$ cat src/rtl/core/bdq_pkg.sv
// Shared types and operation/status codes for the bounded deque.
package bdq_pkg;

    typedef logic signed [31:0] t_word;
    typedef logic [2:0]         t_func;
    typedef logic [1:0]         t_status;

    localparam t_func FUNC_PUSH_FRONT = 3'd0;
    localparam t_func FUNC_PUSH_BACK  = 3'd1;
    localparam t_func FUNC_POP_FRONT  = 3'd2;
    localparam t_func FUNC_POP_BACK   = 3'd3;
    localparam t_func FUNC_SEARCH     = 3'd4;

    localparam t_status ST_DONE      = 2'd0;
    localparam t_status ST_NOT_FOUND = 2'd1;
    localparam t_status ST_EMPTY     = 2'd2;
    localparam t_status ST_FULL      = 2'd3;

    localparam int POS_W = 4;
    localparam int OCC_W = 5;

endpackage

$ cat src/rtl/core/bounded_deque_with_search.sv
// Top level: bounded deque with linear search over a ring buffer.
//
// Input channel (i_valid / o_stall) carries one word: i_func and i_value.
// Output channel (o_valid / i_stall) carries one result word per input:
// o_status, o_position and o_occupancy after the operation.
// A word moves on a rising edge where valid is high and stall is low.
// Push front/back, pop front/back, unused codes and a search of an empty deque
// finish in the cycle they are accepted; the result appears in the output
// register on the next cycle. A search reads the entries from the front, one
// per cycle through the registered read port of the store, comparing the
// previous read while the next is issued; it ends at the first match or
// after the last entry is compared.
// Push and pop words are accepted one per cycle while no result is held
// under stall.
// The input side is stalled during a search and while an unread result is
// held under stall. Reset empties the deque; store contents are not cleared.
module bounded_deque_with_search
    import bdq_pkg::*;
#(
    parameter int CAPACITY = 16
) (
    input  logic           i_clk,
    input  logic           i_rst_n,
    input  logic           i_valid,
    output logic           o_stall,
    input  logic [2:0]     i_func,
    input  logic signed [31:0] i_value,
    output logic           o_valid,
    input  logic           i_stall,
    output logic [1:0]     o_status,
    output logic [POS_W-1:0] o_position,
    output logic [OCC_W-1:0] o_occupancy
);

    localparam int AW = (CAPACITY > 1) ? $clog2(CAPACITY) : 1;
    localparam int FW = $clog2(CAPACITY + 1);
    localparam int SW = AW + 1;
    localparam logic [AW-1:0] LAST_IDX = AW'(CAPACITY - 1);
    localparam logic [FW-1:0] FULL_CNT = FW'(CAPACITY);
    localparam logic [SW-1:0] CAP_S    = SW'(CAPACITY);

    typedef enum logic [0:0] {
        S_IDLE,
        S_SCAN
    } t_state;

    t_state          r_state,     n_state;
    logic [AW-1:0]   r_front,     n_front;
    logic [FW-1:0]   r_fill,      n_fill;
    t_word           r_key,       n_key;
    logic [AW-1:0]   r_rd_addr,   n_rd_addr;
    logic [FW-1:0]   r_iss,       n_iss;
    logic            r_chk_valid, n_chk_valid;
    logic [AW-1:0]   r_chk_k,     n_chk_k;
    logic            r_out_valid, n_out_valid;
    t_status         r_status,    n_status;
    logic [POS_W-1:0] r_position, n_position;
    logic [OCC_W-1:0] r_occ,      n_occ;

    logic            accept;
    logic            we;
    logic [AW-1:0]   waddr;
    t_word           rdata;
    logic [SW-1:0]   back_sum;
    logic [AW-1:0]   back_idx;
    logic [AW-1:0]   front_dec;
    logic [AW-1:0]   front_inc;
    logic [AW-1:0]   rd_inc;
    logic            full;
    logic            empty;

    bdq_store #(
        .DEPTH (CAPACITY),
        .AW    (AW)
    ) u_store (
        .i_clk   (i_clk),
        .i_we    (we),
        .i_waddr (waddr),
        .i_wdata (i_value),
        .i_raddr (r_rd_addr),
        .o_rdata (rdata)
    );

    assign o_stall = (r_state != S_IDLE) || (r_out_valid && i_stall);
    assign accept  = i_valid && !o_stall;

    assign full      = (r_fill >= FULL_CNT);
    assign empty     = (r_fill == '0);
    assign back_sum  = SW'(r_front) + SW'(r_fill);
    assign back_idx  = (back_sum >= CAP_S) ? AW'(back_sum - CAP_S) : back_sum[AW-1:0];
    assign front_dec = (r_front == '0) ? LAST_IDX : r_front - AW'(1);
    assign front_inc = (r_front == LAST_IDX) ? '0 : r_front + AW'(1);
    assign rd_inc    = (r_rd_addr == LAST_IDX) ? '0 : r_rd_addr + AW'(1);

    always_comb begin
        logic [31:0] fill_ext;
        logic [31:0] k_ext;
        n_state     = r_state;
        n_front     = r_front;
        n_fill      = r_fill;
        n_key       = r_key;
        n_rd_addr   = r_rd_addr;
        n_iss       = r_iss;
        n_chk_valid = 1'b0;
        n_chk_k     = r_chk_k;
        n_out_valid = r_out_valid && i_stall;
        n_status    = r_status;
        n_position  = r_position;
        n_occ       = r_occ;
        we          = 1'b0;
        waddr       = back_idx;
        fill_ext    = 32'(r_fill);
        k_ext       = 32'(r_chk_k);

        case (r_state)
            S_IDLE: begin
                if (accept) begin
                    n_status   = ST_DONE;
                    n_position = '0;
                    n_out_valid = 1'b1;
                    case (i_func)
                        FUNC_PUSH_FRONT: begin
                            if (full) begin
                                n_status = ST_FULL;
                            end else begin
                                we      = 1'b1;
                                waddr   = front_dec;
                                n_front = front_dec;
                                n_fill  = r_fill + FW'(1);
                            end
                        end
                        FUNC_PUSH_BACK: begin
                            if (full) begin
                                n_status = ST_FULL;
                            end else begin
                                we     = 1'b1;
                                waddr  = back_idx;
                                n_fill = r_fill + FW'(1);
                            end
                        end
                        FUNC_POP_FRONT: begin
                            if (empty) begin
                                n_status = ST_EMPTY;
                            end else begin
                                n_front = front_inc;
                                n_fill  = r_fill - FW'(1);
                            end
                        end
                        FUNC_POP_BACK: begin
                            if (empty) begin
                                n_status = ST_EMPTY;
                            end else begin
                                n_fill = r_fill - FW'(1);
                            end
                        end
                        FUNC_SEARCH: begin
                            if (empty) begin
                                n_status = ST_EMPTY;
                            end else begin
                                n_out_valid = 1'b0;
                                n_state     = S_SCAN;
                                n_key       = i_value;
                                n_rd_addr   = r_front;
                                n_iss       = '0;
                            end
                        end
                        default: begin
                        end
                    endcase
                    fill_ext = 32'(n_fill);
                    n_occ    = fill_ext[OCC_W-1:0];
                end
            end
            S_SCAN: begin
                // issue the next read while the previous one is compared
                if (r_iss < r_fill) begin
                    n_chk_valid = 1'b1;
                    n_chk_k     = r_iss[AW-1:0];
                    n_iss       = r_iss + FW'(1);
                    n_rd_addr   = rd_inc;
                end
                if (r_chk_valid && (rdata == r_key)) begin
                    n_state     = S_IDLE;
                    n_chk_valid = 1'b0;
                    n_out_valid = 1'b1;
                    n_status    = ST_DONE;
                    n_position  = k_ext[POS_W-1:0];
                    n_occ       = fill_ext[OCC_W-1:0];
                end else if (r_chk_valid && (r_iss == r_fill)) begin
                    n_state     = S_IDLE;
                    n_out_valid = 1'b1;
                    n_status    = ST_NOT_FOUND;
                    n_position  = '0;
                    n_occ       = fill_ext[OCC_W-1:0];
                end
            end
            default: begin
                n_state = S_IDLE;
            end
        endcase
    end

    always_ff @(posedge i_clk) begin
        if (!i_rst_n) begin
            r_state     <= S_IDLE;
            r_front     <= '0;
            r_fill      <= '0;
            r_iss       <= '0;
            r_chk_valid <= 1'b0;
            r_out_valid <= 1'b0;
        end else begin
            r_state     <= n_state;
            r_front     <= n_front;
            r_fill      <= n_fill;
            r_iss       <= n_iss;
            r_chk_valid <= n_chk_valid;
            r_out_valid <= n_out_valid;
        end
        r_key      <= n_key;
        r_rd_addr  <= n_rd_addr;
        r_chk_k    <= n_chk_k;
        r_status   <= n_status;
        r_position <= n_position;
        r_occ      <= n_occ;
    end

    assign o_valid     = r_out_valid;
    assign o_status    = r_status;
    assign o_position  = r_position;
    assign o_occupancy = r_occ;

endmodule

$ cat src/rtl/core/bdq_store.sv
// Entry storage: one write port, one registered read port.
module bdq_store
    import bdq_pkg::*;
#(
    parameter int DEPTH = 16,
    parameter int AW    = 4
) (
    input  logic          i_clk,
    input  logic          i_we,
    input  logic [AW-1:0] i_waddr,
    input  t_word         i_wdata,
    input  logic [AW-1:0] i_raddr,
    output t_word         o_rdata
);

    t_word r_mem [DEPTH];
    t_word r_rdata;

    always_ff @(posedge i_clk) begin
        if (i_we) begin
            r_mem[i_waddr] <= i_wdata;
        end
        r_rdata <= r_mem[i_raddr];
    end

    assign o_rdata = r_rdata;

endmodule
$ cat config.mk
export PLATFORM = sky130hd
export DESIGN_NAME = bounded_deque_with_search
export DESIGN_NICKNAME = d
export VERILOG_FILES = /design/src/rtl/core/bdq_pkg.sv /design/src/rtl/core/bounded_deque_with_search.sv /design/src/rtl/core/bdq_store.sv
export SDC_FILE = /design/constraint.sdc
export NUM_CORES = 1
export LEC_CHECK = 0
export BUFFER_PORTS_ARGS = -buffer_cell sky130_fd_sc_hd__buf_4
export CAP_MARGIN = 20
export CORE_MARGIN = 1.5
export CORE_UTILIZATION = 43
export CTS_BUF_LIST = sky130_fd_sc_hd__clkbuf_2
export DETAILED_ROUTE_END_ITERATION = 10
export PLACE_DENSITY = 0.7
export SYNTH_ARGS = -nofsm -noshare
export SYNTH_HDL_FRONTEND = slang
export SYNTH_HIERARCHICAL = 1
export SYNTH_SLANG_ARGS = --single-unit
$ cat constraint.sdc
create_clock -name i_clk -period 7 [get_ports i_clk]
set_input_delay 1.4 -clock i_clk [delete_from_list [all_inputs] [get_ports i_clk]]
set_output_delay 1.4 -clock i_clk [all_outputs]
set_load 0.03 [all_outputs]
### Yosys cells after proc, flatten, opt, wreduce, memory -nomap -nowiden

Memory sizes are Yosys's and may differ from the RTL's. A register that Yosys moved wholly into a read port is not among the register bits.
Index checks and enable logic that the tools add are counted.

| storage, ports and cells | value |
|---|---|
| bits in registers | 68 |
| memories kept | 1 |
| word-level logic and storage cells | 120 |
| bits in writable memories | 512 |
| input port bits | 39 |
| output and inout port bits | 13 |

Memories:

| name | depth | width | read ports | clocked after memory_dff | write ports | line | source |
|---|---|---|---|---|---|---|---|
| u_store.r_mem | 16 | 32 | 1 | 1 | 1 | bdq_store.sv:16 | `t_word r_mem [DEPTH];` |

| operators by class | value |
|---|---|
| multiplexer cells | 58 |
| add/subtract/negate cells | 8 |
| bitwise gates (word level) | 3 |
| magnitude comparators | 3 |
| reduce and logical (&&, ||, !) cells | 20 |
| equal/unequal tests | 15 |

Operator list:

| cell | count |
|---|---|
| $mux 4 | 17 |
| $mux 5 | 9 |
| $eq 32x32->1 | 1 |
| $pmux 5 s2 | 3 |
| $pmux 4 s2 | 3 |
| $mux 1 | 17 |
| $add 5x1->5 const B | 2 |
| $ge 5x5->1 const B | 2 |
| $mux 2 | 5 |
| $add 4x1->4 const B | 2 |
| $eq 4x4->1 const B | 2 |
| $ne 2x2->1 const B | 4 |
| $pmux 2 s2 | 2 |
| $reduce_and 4->1 | 2 |
| $sub 4x1->4 const B | 2 |
| $eq 3x2->1 const B | 2 |
| $reduce_and 2->1 | 3 |
| $reduce_or 3->1 | 2 |
| $add 4x5->5 | 1 |
| $eq 5x5->1 | 1 |
| $logic_not 5->1 | 1 |
| $lt 5x5->1 | 1 |
| $reduce_and 5->1 | 1 |
| $sub 5x1->5 const B | 1 |
| 13 further kinds | 21 |

### Depth between registers and ports, before layout

Gate-level depths: netlist of run 1.

| depth | value |
|---|---|
| word-level depth | 8 |
| gate-level depth with buffers | 9 |
| depth with buffers taken out | 9 |

### Hierarchy

The synthesis of run 1 kept the hierarchy.

By module, submodules not included:

| module | times used | cells each | sequential area each (um^2) | area each (um^2) |
|---|---|---|---|---|
| bdq_store | 1 | 838 | 16015.4 | 19835.3 |
| bounded_deque_with_search | 1 | 322 | 1871.8 | 3654.8 |

### Worst setup path after synthesis of run 1

OpenSTA, ideal clock, no wires.

| path | value |
|---|---|
| path type | input port to flip-flop |
| start point | in i_func[2] |
| end point | mem u_store/r_mem[0][0] (netlist bit), enable pin |
| data arrival time | 5246 ps |
| setup slack | 1293 ps |
| required time | 6539 ps |
| path buffers | 2 |
| setup time | 461 ps |
| stages on the path | 8 |
| cell sequence | buf_2 -> or3_1 -> or3_1 -> buf_6 -> nor2_1 -> a21oi_1 -> or3b_2 -> nor3_1 |

| on the way | value |
|---|---|
| elaborated cells on any way between the ends | 11 |
| classes of those cells | eq/ne (1); mux (8); reduce/logical (2) |

RTL lines:

| element | line | source |
|---|---|---|
| start: declaration | bounded_deque_with_search.sv:26 | `input logic [2:0] i_func,` |
| $logic_not 3->1 | bounded_deque_with_search.sv:121 | `case (i_func)` |
| $mux 4 | -- |  |
| $mux 4 | bounded_deque_with_search.sv:117 | `if (accept) begin` |
| $mux 4 | bounded_deque_with_search.sv:115 | `case (r_state)` |
| named net waddr[2] | bounded_deque_with_search.sv:62 | `logic [AW-1:0] waddr;` |
| end: declaration | bdq_store.sv:16 |  |

The timed path passes the listed nets, and every way through them passes these cells.

### Final worst setup path of run 1

| path | value |
|---|---|
| start point | reg r_state |
| end point | mem u_store/r_mem[10][4] (netlist bit), enable pin |

| on the way | value |
|---|---|
| elaborated cells on any way between the ends | 9 |
| classes of those cells | mux (6); reduce/logical (3) |

RTL lines:

| element | line | source |
|---|---|---|
| start: declaration | bounded_deque_with_search.sv:47 | `t_state r_state, n_state;` |
| start signal: assignment | bounded_deque_with_search.sv:212 | `r_state <= n_state;` |
| $logic_or 1x1->1 | bounded_deque_with_search.sv:84 | `assign o_stall = (r_state != S_IDLE) \|\| (r_out_valid && i_stall);` |
| $logic_not 1->1 | bounded_deque_with_search.sv:85 | `assign accept = i_valid && !o_stall;` |
| $logic_and 1x1->1 | bounded_deque_with_search.sv:85 |  |
| $mux 4 | bounded_deque_with_search.sv:117 |  |
| $mux 4 * | bounded_deque_with_search.sv:115 |  |
| named net waddr[1] | bounded_deque_with_search.sv:62 |  |

The timed path passes the listed nets; every way through them passes the cells marked *.

==> out/metrics.cfg, run 1 <==
[placement]
preCtsSetupSlack_ns = 1.95
dp_hpwl_um = 29100
gp_congestion = 0.840
io_buffers = 51
dp.cells = 1863

[synth]
syn-mean-instance-area_um2 = 20.3
netlist_instances = 1160
ys_async_sr_fraction_pct = 0
synth_top_cells_by_count = 563 x edfxtp_1, 128 x mux4_2, 66 x a22oi_1
synth_edf_count = 563
synth_top_area_share_pct = 72.0
yosysWarnings = 6
synth_seq_cells = 612
synthDistinctLibCells = 59
yosysSeqAreaShare_pct = 76.1
synth_area_leaders = edfxtp_1 72%, mux4_2 12%, dfxtp_1 4.2%, a22oi_1 2.1%, xor2_1 1.2%
syn-num-nets = 1215
synth_flop_cell = edfxtp_1
yosysTopAreaCell = edfxtp_1
synth_area_um2 = 23500
yosys.cell_count.top_type = edfxtp_1

[sta]
rsz0062_at_grt = false
tns_ns = 0
period_share_pct = 63.4
slew_headroom_pct = 26.2
worst_hold_slack_ns = 0.413
max_freq_mhz = 225
fin_skew_ns = 0.110
fin_crit_ns = 4.44
fin_ws_ns = 2.56
setup_viol = 0
tightestPinTransition_ns = 1.10
hold_violations = 0
final_max_slew_viol_count = 0

[drt]
dr.pass1.iters = 6
routed_wl_um = 49600
antenna_left = 0
drt_iter0_drc = 1124
via_count = 12000
routedWlPerCell_um = 23.2
avgViaCountPerCell = 5.63
remaining_drc_errors = 0

[status]
status = completed

[cts]
cts_tree = built
clk_latency_ns = 1.29
cts_buffers = 152
cts_setup_buffers = 0
cts_resized = 0
path_clk_slew_ns = 0.09
clk_path_buf_depth = 3
cts_hold_buf = 0
clock-sinks = 612
root_buffer = clkbuf_2
htreeDepth = 4

[die]
die_h_um = 237
die_w_um = 237
coreArea_um2 = 53900
start_util_pct = 43.6
io_pins = 52
num_rows = 85
die_area_um2 = 56000

[setup_path]
path_max_fanout = 32
worstPathRequired_ns = 7.80
arrival_ns = 5.24
start_kind = flop
worst_setup_path_end_kind = flop
critical_path_class = reg2reg

[finish]
drive_gt1_share_pct = 32.6
areaGrowthSynthToFinish_pct = 11.9
utilization_pct = 48.8
nNetsFinal = 1378
stdcell_count = 2132

[grt]
grt_start_max_net_pins = 132
grt_pass1_wl_um = 74200
grt_overflow = 0
track_usage_pct = 18.1
antenna_found_initial = 2
first_global_vias = 12227

[flow_run]
drv_cap = 0

[power_and_ir_drop]
p_sw_w = 0.00161
irDropWorstVdd_mv = 0.155
swShare_pct = 23.6
power_density_nw_per_um2 = 260
seq_power_share_pct = 59.3
comb_power_share_pct = 4.6
leakagePower_nw = 8.76
p_int_w = 0.00522
clockPowerShare_pct = 36.1

[min_path]
hold_path.class = in2reg

cells by family (layout without fill, tap and decap cells):
family,count (synthesis),after routing,share of synthesized area [%]
muxes,134,134,12.5
adders and majority gates,16,16,0.884
buffers and inverters,69,343,1.39
DFF,612,612,76.1
and+or+nand+nor,152,152,3.39
AOI/OAI and AO/OA,133,133,4.00
other,0,2,0
xor gates and xnor gates,44,44,1.64
final timing paths:
path / start / endpoint / slack, ns / cells after the start
setup / recovery: r_state / u_store/r_mem[10][4] / 2.56 / 6
hold / removal: i_stall / o_valid / 0.41 / 3
setup reg to reg: r_state / u_store/r_mem[10][4] / 2.56 / 6
hold reg to reg: r_iss[3] / r_chk_k[3] / 0.53 / 0
metal layers:
metal	vias up	share of wire [%]	GRT usage [%]
li1	5200	-	-
met1	6217	44	25.9
met2	535	46	26.3
met3	48	8.4	5.42
met4	0	1.4	6.29
met5	-	0	0
placed cells by master (no fill, tap or decap), types with 15 or more instances in the layout:
| cell | count |
|---|---|
| a21oi_1 | 15 |
| a22oi_1 | 66 |
| edfxtp_1 | 563 |
| clkbuf_2 | 226 |
| nand2_1 | 45 |
| mux4_2 | 128 |
| nor2_1 | 20 |
| dfxtp_1 | 49 |
| ha_1 | 15 |
| o21ai_0 | 15 |
| buf_4 | 57 |
| clkinv_1 | 22 |
| xor2_1 | 33 |
final cells by class:
cell class,instances,area [um2]
Fill cell,4404,27600
Clock inverter,39,340
Sequential cell,612,17900
Antenna cell,2,5.00
Timing Repair Buffer,64,591
Inverter,14,52.6
Tap cell,696,871
Clock buffer,226,1130
Multi-Input combinational cell,479,5410
registers in the layout, indices dropped and copies added, names as in the netlist:
register	count
o_occupancy	5
o_position	4
o_status	2
o_valid	1
r_chk_k	4
r_chk_valid	1
r_fill	5
r_front	4
r_iss	5
r_key	32
r_rd_addr	4
r_state	1
u_store/o_rdata	32
u_store/r_mem	512
through the flow:
stage                     area [um2]  power [W]
after global routing           26300    0.00713
final                          26300    0.00683
after global placement         24700    0.00444
after floorplan                23500    0.00430
after CTS                      26200    0.00691
after detailed placement       24800    0.00445
critical path: stages (launching register included):
cell      delay, ns
dfxtp_1        0.98
a21oi_1        0.16
nand2_1        0.36
or3_1          0.33
mux2i_1        0.73
nand2b_1       0.47
nor2_4         0.94
power groups by stage:
stage / logic [W] / registers (W) / clock network (W)
floorplan: 0.000161 / 0.00414 / 0
global placement: 0.000308 / 0.00413 / 0
detailed placement: 0.000316 / 0.00413 / 0
CTS: 0.000317 / 0.00405 / 0.00255
global route: 0.000340 / 0.00405 / 0.00274
finish: 0.000316 / 0.00405 / 0.00247
Note: power is estimated with default switching activity, not from simulation.
==> run 2: changes to the inputs <==
- PLACE_DENSITY: 0.7 -> 0.73
- clock period: 7 -> 3.9 ns (I/O delays scaled with it)
==> run 2 against run 1 <==
Total power grew 77%. Critical path depth grew 4. Via count is 1.4% higher. Routed wire length is 4.0% higher. Largest cell class unchanged. Largest power group unchanged. Die area unchanged. Sequential power increased by 80%. Hold slack worse by 0.29 ns. Combinational power grew 96%. Design area increased by 1.7%. Sequential cell count unchanged. Clock power increased by 70%.
==> out/metrics.cfg, run 2 (synthesis gave the netlist of run 1 again) <==
[die]
die_area_um2 = 56000
die_h_um = 237
die_w_um = 237
start_util_pct = 43.6
num_rows = 85
coreArea_um2 = 53900
io_pins = 52

[cts]
htreeDepth = 4
clk_latency_ns = 1.12
cts_buffers = 145
clock-sinks = 612
path_clk_slew_ns = 0.11
cts_tree = built
clk_path_buf_depth = 3
cts_setup_buffers = 0
cts_resized = 0
root_buffer = clkbuf_2

[sta]
fin_crit_ns = 3.11
final_max_slew_viol_count = 0
tightestPinTransition_ns = 0.891
max_freq_mhz = 322
tns_ns = 0
fin_skew_ns = 0.0855
hold_violations = 0
setup_viol = 0
slew_headroom_pct = 40.5
rsz0062_at_grt = false
period_share_pct = 79.6

[setup_path]
critical_path_class = reg2reg
cp_slowest_cell = dfxtp_1
reg2reg_from = r_front[1]
worst-r2r-cell-count = 10
cp-startpoint = r_front[1]
r2r-end = u_store/r_mem[12][24]
path_max_fanout = 32
slowest_delay_ns = 0.40
path_common_cell = a21oi_1
arrival_ns = 3.83
worstPathRequired_ns = 4.63
rrSetupSlack_ns = 0.79
cp_cell_sequence = inv_1, ha_1, o21bai_1, a21oi_1, a41oi_1, nor2_1, a21oi_1, nand3_1, nor3_2, buf_12
worst_setup_path_end_kind = flop
start_kind = flop

[min_path]
hold_path_depth = 2
hold_path.class = in2reg
whs_endpoint = o_status[0]
min_from = i_func[2]

[grt]
grt_overflow = 0
first_global_vias = 12395
track_usage_pct = 18.8
grt_pass1_wl_um = 77100
grt_start_max_net_pins = 64
antenna_found_initial = 2

[drt]
via_count = 12170
dr.pass1.iters = 7
avgViaCountPerCell = 5.63
routed_wl_um = 51600
routedWlPerCell_um = 23.9
antenna_left = 0
remaining_drc_errors = 0
drt_iter0_drc = 1226

[finish]
nNetsFinal = 1421
nFillCells = 4275
areaGrowthSynthToFinish_pct = 13.8
layout_commonest_cell = edfxtp_1
final_area_um2 = 26700
top_register = u_store/r_mem
largest_reg_flops = 512
drive_gt1_share_pct = 31.7
mostFrequentLayoutCells = 563 x edfxtp_1, 214 x clkbuf_2, 128 x mux4_2
stdcell_count = 2160
utilization_pct = 49.6

[placement]
io_buffers = 51
dp_hpwl_um = 31800
dp.cells = 1880
place_area_um2 = 25000
gp_congestion = 0.869

[power_and_ir_drop]
irDropWorstVdd_mv = 0.232
power_density_nw_per_um2 = 452
leakagePower_nw = 8.92

[flow_run]
drv_cap = 0

[status]
status = completed

-- run 2: changes by cell type in the layout (fill, tap and decap cells not counted), sizes merged --
cell / delta
buf: +15
clkbuf: -12
clkinv: -9
dlygate4sd3: +35
inv: -1
-- run 2: metal layers --
| metal | track usage, % | up-vias | share of wire (%) |
|---|---|---|---|
| li1 | - | 5273 | - |
| met3 | 5.75 | 74 | 9.6 |
| met4 | 6.93 | 0 | 2.2 |
| met2 | 27.7 | 619 | 46 |
| met1 | 26.4 | 6204 | 42 |
| met5 | 0 | - | 0 |
-- run 2: report_power, final --
part           internal [W]  leakage (nW)  total [W]  switching [W]
combinational      0.000224          2.42   0.000620       0.000396
clock               0.00184          1.01    0.00421        0.00237
sequential          0.00723          5.49    0.00727      0.0000367
-- run 2: metrics by stage --
step / setup slack (ns) / hold slack [ns] / total power (W)
after global placement: 0.444 / 0.506 / 0.00798
after floorplan: -0.898 / 0.474 / 0.00773
after detailed placement: 0.413 / 0.514 / 0.00800
after CTS: 0.831 / 0.0183 / 0.0122
after global routing: 0.623 / 0.0315 / 0.0126
final: 0.794 / 0.120 / 0.0121
-- run 2: worst max-delay path by stage --
stage,to,slack [ns],depth (start not counted)
floorplan,u_store/r_mem[8][0],-0.90,8
global placement,u_store/r_mem[1][5],0.44,8
detailed placement,u_store/r_mem[1][4],0.41,8
CTS,u_store/r_mem[1][17],0.83,10
global route,u_store/r_mem[12][2],0.62,10
finish,u_store/r_mem[12][24],0.79,10
-- run 2: layout make-up --
type / instances / area, um2 / share of cell area, %
Inverter: 14 / 52.6 / 0.197
Clock buffer: 214 / 1070 / 4.01
Multi-Input combinational cell: 479 / 5420 / 20.3
Sequential cell: 612 / 17900 / 66.9
Timing Repair Buffer: 114 / 1160 / 4.32
Tap cell: 696 / 871 / 3.26
Clock inverter: 29 / 275 / 1.03
Antenna cell: 2 / 5.00 / 0.0187
-- run 2: critical path: cells and delay by family, from the launching register on --
| kind | cells | cell delay [ns] |
|---|---|---|
| AND/OR/NAND/NOR | 3 | 0.77 |
| AO/OA/AOI/OAI | 4 | 0.89 |
| buffers and inverters | 2 | 0.44 |
| flip-flops | 1 | 0.40 |
| adder cells (fa/ha/maj) | 1 | 0.27 |
-- run 2: repair_timing --
action,CTS,global route
hold endpoints to repair,513,0
hold buffers,35,0
setup endpoints to repair,0,0
==> run 3: changes to the inputs <==
- clock period: 3.9 -> 2.68 ns (I/O delays scaled with it)
==> run 3 against run 2 <==
Clock-buffer cell count increased by 18. Total power increased by 49%. Register-to-register slack got worse by 0.73 ns. Combinational power increased by 68%. Clock power increased by 52%. Hold slack improved by 0.041 ns. First-iteration DRC count increased by 19%. Critical path depth decreased by 1. Critical endpoint is now u_store/r_mem[8][7].
==> out/metrics.cfg, run 3 (synthesis gave the netlist of run 1 again) <==
[finish]
drive_gt1_share_pct = 36.6
largest_reg_flops = 512
layout_commonest_cell = edfxtp_1
areaGrowthSynthToFinish_pct = 19.4
nNetsFinal = 1507
top_register = u_store/r_mem
stdcell_count = 2274
mostFrequentLayoutCells = 563 x edfxtp_1, 232 x clkbuf_2, 128 x mux4_2

[drt]
routedWlPerCell_um = 23.4
avgViaCountPerCell = 5.55
remaining_drc_errors = 0
antenna_left = 0
via_count = 12622
dr.pass1.iters = 5
drt_iter0_drc = 1465
routed_wl_um = 53300

[sta]
rsz0062_at_grt = true
slew_headroom_pct = 46.2
fin_skew_ns = 0.123
setup_viol = 0
hold_violations = 0
period_share_pct = 97.7
fin_ws_ns = 0.0624
final_max_slew_viol_count = 0
tightestPinTransition_ns = 0.806
fin_crit_ns = 2.62
worst_hold_slack_ns = 0.162
tns_ns = 0
max_freq_mhz = 382

[die]
num_rows = 85
die_area_um2 = 56000
die_h_um = 237
io_pins = 52
start_util_pct = 43.6
coreArea_um2 = 53900
die_w_um = 237

[setup_path]
rrSetupSlack_ns = 0.06
worst-r2r-cell-count = 9
cp_cell_sequence = or3_4, or3_4, buf_12, a21oi_4, nand3b_1, buf_4, nor3_4, buf_12, buf_12
slowest_delay_ns = 0.47
r2r-end = u_store/r_mem[8][7]
path_common_cell = buf_12
path_max_fanout = 8
arrival_ns = 3.53
critical_path_class = reg2reg
critical_path.endpoint = u_store/r_mem[8][7]
cp_slowest_cell = or3_4
start_kind = flop
reg2reg_from = r_fill[4]
cp-startpoint = r_fill[4]
worstPathRequired_ns = 3.59
worst_setup_path_end_kind = flop

[cts]
cts_buffers = 152
path_clk_slew_ns = 0.12
cts_tree = built
root_buffer = clkbuf_2
clk_latency_ns = 1.27
htreeDepth = 4
clock-sinks = 612
clk_path_buf_depth = 3

[power_and_ir_drop]
swShare_pct = 24.7
comb_power_share_pct = 5.8
leakagePower_nw = 9.53
power_density_nw_per_um2 = 642
p_sw_w = 0.00445
clockPowerShare_pct = 35.5
irDropWorstVdd_mv = 0.367
p_int_w = 0.0136
seq_power_share_pct = 58.7

[flow_run]
drv_cap = 0

[grt]
grt_start_max_net_pins = 73
grt_overflow = 0
first_global_vias = 12917
track_usage_pct = 19.3
antenna_found_initial = 1
grt_pass1_wl_um = 79400

[placement]
dp_hpwl_um = 31300
preCtsSetupSlack_ns = -0.413
dp.cells = 1917
io_buffers = 51
gp_congestion = 0.857

[min_path]
hold_path.class = in2reg

[status]
status = completed

## run 3: area by class of cell
cell class / count / area (um2)
clock inverters: 47 / 300
flip-flops and latches: 612 / 17900
diodes: 1 / 2.50
repair buffers: 193 / 2190
well taps: 696 / 871
fillers: 4118 / 25900
multi-input cells: 479 / 5560
inverters: 14 / 52.6
clock buffers: 232 / 1160
## run 3: worst min-delay path by stage
stage / from / end / depth (start not counted)
after floorplan: r_iss[0] / r_iss[0] / 2
after global placement: r_iss[4] / r_iss[4] / 2
after detailed placement: r_iss[4] / r_iss[4] / 2
after CTS: i_value[10] / u_store/r_mem[3][10] / 2
after global routing: i_value[18] / u_store/r_mem[13][18] / 2
final: i_value[14] / u_store/r_mem[0][14] / 2
## run 3: worst max-delay path, delay by kind of cell (launching register included)
kind,cells,cell delay (ns)
compound gates,1,0.16
flops,1,0.32
buf+inv,4,0.66
simple gates,4,1.16
## run 3: per-layer routing
layer | track usage [%] | vias up | wire (um) | part of all wire (%)
met5 | 0 | - | 0 | 0
met4 | 6.64 | 0 | 1120 | 2.1
met3 | 5.36 | 79 | 4770 | 8.9
met2 | 30.0 | 657 | 25600 | 48
met1 | 26.4 | 6408 | 21700 | 41
li1 | - | 5478 | - | -
## run 3: stage by stage
stage,total power (W),area (um2),utilization [%]
after CTS,0.0182,27800,51.6
final,0.0180,28000,52.0
after global routing,0.0188,28000,52.0
after floorplan,0.0113,23700,-
after detailed placement,0.0117,25600,47.4
after global placement,0.0117,25600,47.4
## run 3: power groups by stage
stage	registers (W)	logic, W	clock network [W]
finish	0.0106	0.00104	0.00640
global route	0.0106	0.00112	0.00714
detailed placement	0.0108	0.000918	0
global placement	0.0108	0.000899	0
CTS	0.0106	0.00100	0.00659
floorplan	0.0108	0.000461	0
## run 3: repair_timing
action | in CTS | in global routing
hold buffers | 55 | 0
pin swaps | 7 | 11
hold endpoints to repair | 578 | 0
setup buffers | 9 | 8
cloned | 3 | 4
resized for setup | 12 | 20
endpoints found under the setup margin | 294 | 278
